[config.mk]
export PLATFORM = sky130hd
export DESIGN_NAME = vwd_dist
export DESIGN_NICKNAME = d
export VERILOG_FILES = /design/src/hw/rtl/vwd_pkg.sv /design/src/hw/rtl/vwd_dist.sv
export SDC_FILE = /design/constraint.sdc
export NUM_CORES = 2
export LEC_CHECK = 0
export CORE_MARGIN = 1.5
export CORE_UTILIZATION = 66
export DETAILED_ROUTE_END_ITERATION = 12
export DONT_BUFFER_PORTS = 1
export PLACE_DENSITY = 0.82
export SKIP_LAST_GASP = 1
export SYNTH_ARGS = -nofsm -noshare
export SYNTH_HDL_FRONTEND = slang
export SYNTH_SLANG_ARGS = --single-unit
[constraint.sdc]
create_clock -name aclk -period 8.1 [get_ports aclk]
set_input_delay 1.215 -clock aclk [delete_from_list [all_inputs] [get_ports aclk]]
set_output_delay 1.215 -clock aclk [all_outputs]
set_load 0.03 [all_outputs]
[src/hw/rtl/vwd_pkg.sv]
// vwd_pkg: shared types and constants for the vertex weld dedup block
package vwd_pkg;

    // fixed field widths of the transaction payloads
    localparam int IN_COORD_W  = 24;
    localparam int OUT_INDEX_W = 10;
    localparam int THR_W       = 50;

    // input transaction payload
    typedef struct packed {
        logic                         first_of_set;
        logic signed [IN_COORD_W-1:0] coord_x;
        logic signed [IN_COORD_W-1:0] coord_y;
        logic signed [IN_COORD_W-1:0] coord_z;
    } in_t;

    // result transaction payload
    typedef struct packed {
        logic [OUT_INDEX_W-1:0] vertex_index;
        logic                   is_new;
        logic                   store_full;
    } out_t;

    // control sequencer states
    typedef enum logic [1:0] {
        ST_IDLE,
        ST_SCAN,
        ST_OUTPUT
    } state_t;

endpackage

[src/hw/rtl/vwd_dist.sv]
// vwd_dist: pipelined squared distance compare of one stored entry per cycle
module vwd_dist #(
    parameter int COORD_BITS = 24
) (
    input  logic                    aclk,
    input  logic                    aresetn,
    input  logic                    issue_valid,
    input  logic                    flush,
    input  logic [3*COORD_BITS-1:0] vertex,
    input  logic [3*COORD_BITS-1:0] entry,
    input  logic [vwd_pkg::THR_W-1:0] threshold,
    output logic                    res_valid,
    output logic                    res_match,
    output logic                    busy
);

    localparam int CB    = COORD_BITS;
    localparam int SQ_W  = 2 * CB;
    localparam int SUM_W = SQ_W + 2;
    localparam int CMP_W = (SUM_W > vwd_pkg::THR_W) ? SUM_W : vwd_pkg::THR_W;

    logic              v0_reg, v1_reg, v2_reg, v3_reg, v4_reg;
    logic [CB-1:0]     ad_reg   [3];
    logic [CB-1:0]     ad_next  [3];
    logic [SQ_W-1:0]   sq_reg   [3];
    logic [SUM_W-1:0]  sum_reg;
    logic              match_reg;
    logic [CMP_W-1:0]  sum_ext;
    logic [CMP_W-1:0]  thr_ext;

    // per-axis absolute difference, one bit wider before the magnitude
    always_comb begin
        for (int k = 0; k < 3; k++) begin
            logic signed [CB-1:0] a;
            logic signed [CB-1:0] b;
            logic signed [CB:0]   d;
            logic [CB:0]          m;
            a = vertex[(2-k)*CB +: CB];
            b = entry[(2-k)*CB +: CB];
            d = {a[CB-1], a} - {b[CB-1], b};
            m = d[CB] ? (~d + (CB+1)'(1)) : d;
            ad_next[k] = m[CB-1:0];
        end
    end

    assign sum_ext = CMP_W'(sum_reg);
    assign thr_ext = CMP_W'(threshold);

    // valid tags, cleared on flush
    always_ff @(posedge aclk) begin
        if (!aresetn || flush) begin
            v0_reg <= 1'b0;
            v1_reg <= 1'b0;
            v2_reg <= 1'b0;
            v3_reg <= 1'b0;
            v4_reg <= 1'b0;
        end else begin
            v0_reg <= issue_valid;
            v1_reg <= v0_reg;
            v2_reg <= v1_reg;
            v3_reg <= v2_reg;
            v4_reg <= v3_reg;
        end
    end

    // datapath: difference, square, sum, compare
    always_ff @(posedge aclk) begin
        for (int k = 0; k < 3; k++) begin
            ad_reg[k] <= ad_next[k];
            sq_reg[k] <= SQ_W'(ad_reg[k]) * SQ_W'(ad_reg[k]);
        end
        sum_reg   <= SUM_W'(sq_reg[0]) + SUM_W'(sq_reg[1]) + SUM_W'(sq_reg[2]);
        match_reg <= (sum_ext <= thr_ext);
    end

    assign res_valid = v4_reg;
    assign res_match = match_reg;
    assign busy      = v0_reg | v1_reg | v2_reg | v3_reg | v4_reg;

endmodule

==> key figures <==
Status
  – Status: completed

Clock tree
  – Clock Root Buffer: clkbuf_16
  – CTS H-tree lvls: 2
  – Clk_lat worst skew: just under 0.6 ns
  – CTS tree: yes
  – Post-CTS sizing: 0
  – Cts hold-fix bufs: 0
  – Post-CTS Setup Repair Bufs: 0
  – Cts bufs inserted: 35
  – CTS sink count: 269
  – Clock-pin slew on the worst setup and hold paths: approximately 0.07 ns
  – Longest Clk Path Bufs: 3

Route
  – 1st-iter DRT viols: around 3300
  – Final Routed Wirelength: ~150000 um
  – Initial DRT Pass Iterations: 8
  – Vias: 47435
  – WL/cell: 18.5 um
  – Post-route ant nets: 0
  – DR vias/cell: approximately 5.7
  – Drt drc: 0

Critical path
  – Worst-path fanout max: 15
  – CP Class: flip-flop to flip-flop
  – CP top delay family: adder cells
  – Slowest Stage Delay on Critical Path: 0.76 ns
  – Crit path capture type: flip-flop
  – Critical path arrival: 8.18 ns
  – Buffers and inverters on the worst path: 5
  – Worst path most repeated cell: fa_1
  – Slowest-stage cell, CP: dfxtp_1
  – Worst path cell trace: buf_4, nand2_1, fa_1, inv_1, fa_1, inv_1, fa_1, inv_1, fa_1, fa_1, fa_1, fa_1, ha_1, a21oi_1, o21ai_0, a221o_1, a221o_1, a21o_1, o21ai_0, buf_4, o31ai_1, a221o_1, a21oi_1, xnor2_1
  – CP required: 8.59 ns
  – CP Launch Type: flip-flop

Logic synthesis
  – Library cells used by synthesis: 81
  – Cell area after synthesis: about 64000 sq um
  – Number of synthesized flops with an enable pin: 0
  – Share of synthesized registers carrying an async set or reset: 0
  – Leading area contributor after synthesis: fa_1
  – Count leader, synth: inv_1
  – Top FF cell, synth: dfxtp_1
  – Top cell type's share of synthesized area: 0.409
  – Gate Count Post-Synth: 7119
  – Ranking of synthesized cells by area: fa_1 41%, ha_1 14%, inv_1 11%, dfxtp_1 8.3%, and2_1 3.6%
  – Seq cells post-synth: 269
  – Syn Area/Cell: 9.06 sq um
  – Ys Warns: 0
  – Seq/Total Area, Yosys: 0.0835
  – Synth top cells by count: 1933 x inv_1, 1318 x fa_1, 699 x ha_1

Layout
  – Antenna Cells: 0
  – Final Util: 0.697
  – Largest register FFs: between 100 and 150
  – Proportion of layout cells with a drive suffix above 1: 0.0305
  – Area grow syn2layout: 4.51%
  – Final net count: 9277
  – Fill count: slightly above 7000

Global routing
  – Initial antenna violation count: 9
  – First-pass GRT wire length: 256000 um
  – Largest net degree at the start of global routing: 26
  – Busiest grt layer: met2
  – Met1 Usage GRT: 0.415
  – Met3 usage: 0.0535
  – Tot GR Track Use: 0.325
  – Met2 usage: 0.554
  – Vias in the first global route: 51787
  – Overflow after GRT: 0

STA
  – Final Worst Setup Slack: roughly 0.41 ns
  – Endpoints failing setup: 0
  – Setup TNS: 0 ns
  – Post-layout min period: 7.69 ns
  – Period utilization: 0.949
  – Worst-Margin Slew: 1.02 ns
  – Hold slack: 0.461 ns
  – RSZ-0062 raised after global routing: no
  – Post-route clock skew: 0.0324 ns
  – Slew Viols, Final: 0
  – Slew HR: 0.314
  – Fmax: 130 MHz
  – Final Hold Vio Count: 0

Floorplan
  – Core Region: 96700 sq um
  – Io pins: 201
  – Die Area: 99600 sq um
  – Die Width: 316 um
  – Rows: 114
  – Die Y: 316 um
  – Starting density of the core: 0.667

Placement
  – Final GP Congestion: 0.975
  – Number of port buffers: 0
  – Pre-CTS worst setup slack: 0.495 ns
  – Dpl hpwl: 131000 um

Min path
  – Hold Path Class: flip-flop to flip-flop

Run
  – Max-Cap Viols: 0
-- area by class of cell --
| cell class | instances | area (sq um) | share of cell area |
|---|---|---|---|
| multi-input combinational | 4716 | 51100 | 0.758 |
| inverter | 1933 | 7260 | 0.108 |
| sequential | 269 | 5390 | 0.0799 |
| tap | 1276 | 1600 | 0.0237 |
| clock buffer | 43 | 967 | 0.0143 |
| timing repair buffer | 107 | 803 | 0.0119 |
| clock inverter | 21 | 300 | 0.00445 |
-- worst register-to-register path: stages (launching register included) --
cell,delay [ns]
dfxtp_1,0.76
buf_4,0.32
nand2_1,0.10
fa_1,0.62
inv_1,0.07
fa_1,0.48
inv_1,0.06
fa_1,0.53
inv_1,0.05
fa_1,0.40
fa_1,0.47
fa_1,0.57
fa_1,0.43
ha_1,0.36
a21oi_1,0.14
o21ai_0,0.11
a221o_1,0.37
a221o_1,0.42
a21o_1,0.21
o21ai_0,0.20
buf_4,0.17
o31ai_1,0.10
a221o_1,0.32
a21oi_1,0.21
xnor2_1,0.14
-- layout by cell type, fill, tap and decap left out, drive strengths merged, types with 20 or more instances in the layout --
cell type | netlist | final
a211oi | 26 | 26
a21o | 171 | 171
a21oi | 249 | 249
a31oi | 36 | 36
and2 | 372 | 372
and3 | 30 | 30
buf | 7 | 107
clkbuf | 196 | 43
dfxtp | 269 | 269
fa | 1318 | 1318
ha | 699 | 699
inv | 1933 | 1936
nand2 | 565 | 565
nand2b | 34 | 34
nand3 | 50 | 50
nand4 | 47 | 47
nor2 | 211 | 211
nor2b | 56 | 56
nor3 | 49 | 49
o211ai | 20 | 20
o21a | 40 | 40
o21ai | 164 | 164
o21bai | 21 | 21
o31ai | 20 | 20
xnor2 | 211 | 211
xor2 | 101 | 101
-- logic make-up (layout without fill, tap and decap cells) --
| logic type | Yosys count | in the layout | synth area share |
|---|---|---|---|
| AOI/OAI and AO/OA | 882 | 882 | 0.0893 |
| and+or+nand+nor | 1493 | 1493 | 0.114 |
| xor gates and xnor gates | 312 | 312 | 0.0424 |
| adders and majority gates | 2017 | 2017 | 0.545 |
| other | 1 | 3 | 0.0000581 |
| muxes | 9 | 9 | 0.00145 |
| DFF | 269 | 269 | 0.0835 |
| buffers and inverters | 2136 | 2104 | 0.124 |
-- routing by layer --
metal,wire length (um),share of wire
met5,29,0.00019
met4,6980,0.045
met3,11900,0.077
met2,75200,0.49
met1,60200,0.39
-- worst paths after layout --
check	depth (start not counted)	endpoint	slack, ns	startpoint
setup / recovery	24	sq_reg[0][142]$_DFF_P_	0.41	ad_reg[0][53]$_DFF_P_
hold / removal	1	res_valid$_SDFF_PP0_	0.46	v3_reg$_SDFF_PP0_
setup reg to reg	24	sq_reg[0][142]$_DFF_P_	0.41	ad_reg[0][53]$_DFF_P_
hold reg to reg	1	res_valid$_SDFF_PP0_	0.46	v3_reg$_SDFF_PP0_
-- metrics by stage --
stage,cell area (sq um),std cells
final,67400,8365
after global routing,67400,8365
after CTS,67400,8365
after detailed placement,66100,8301
after global placement,66100,8301
after floorplan,64500,7121
Power is not shown: default switching activity piles up to over one toggle a cycle in this logic, so the estimate is an artifact.
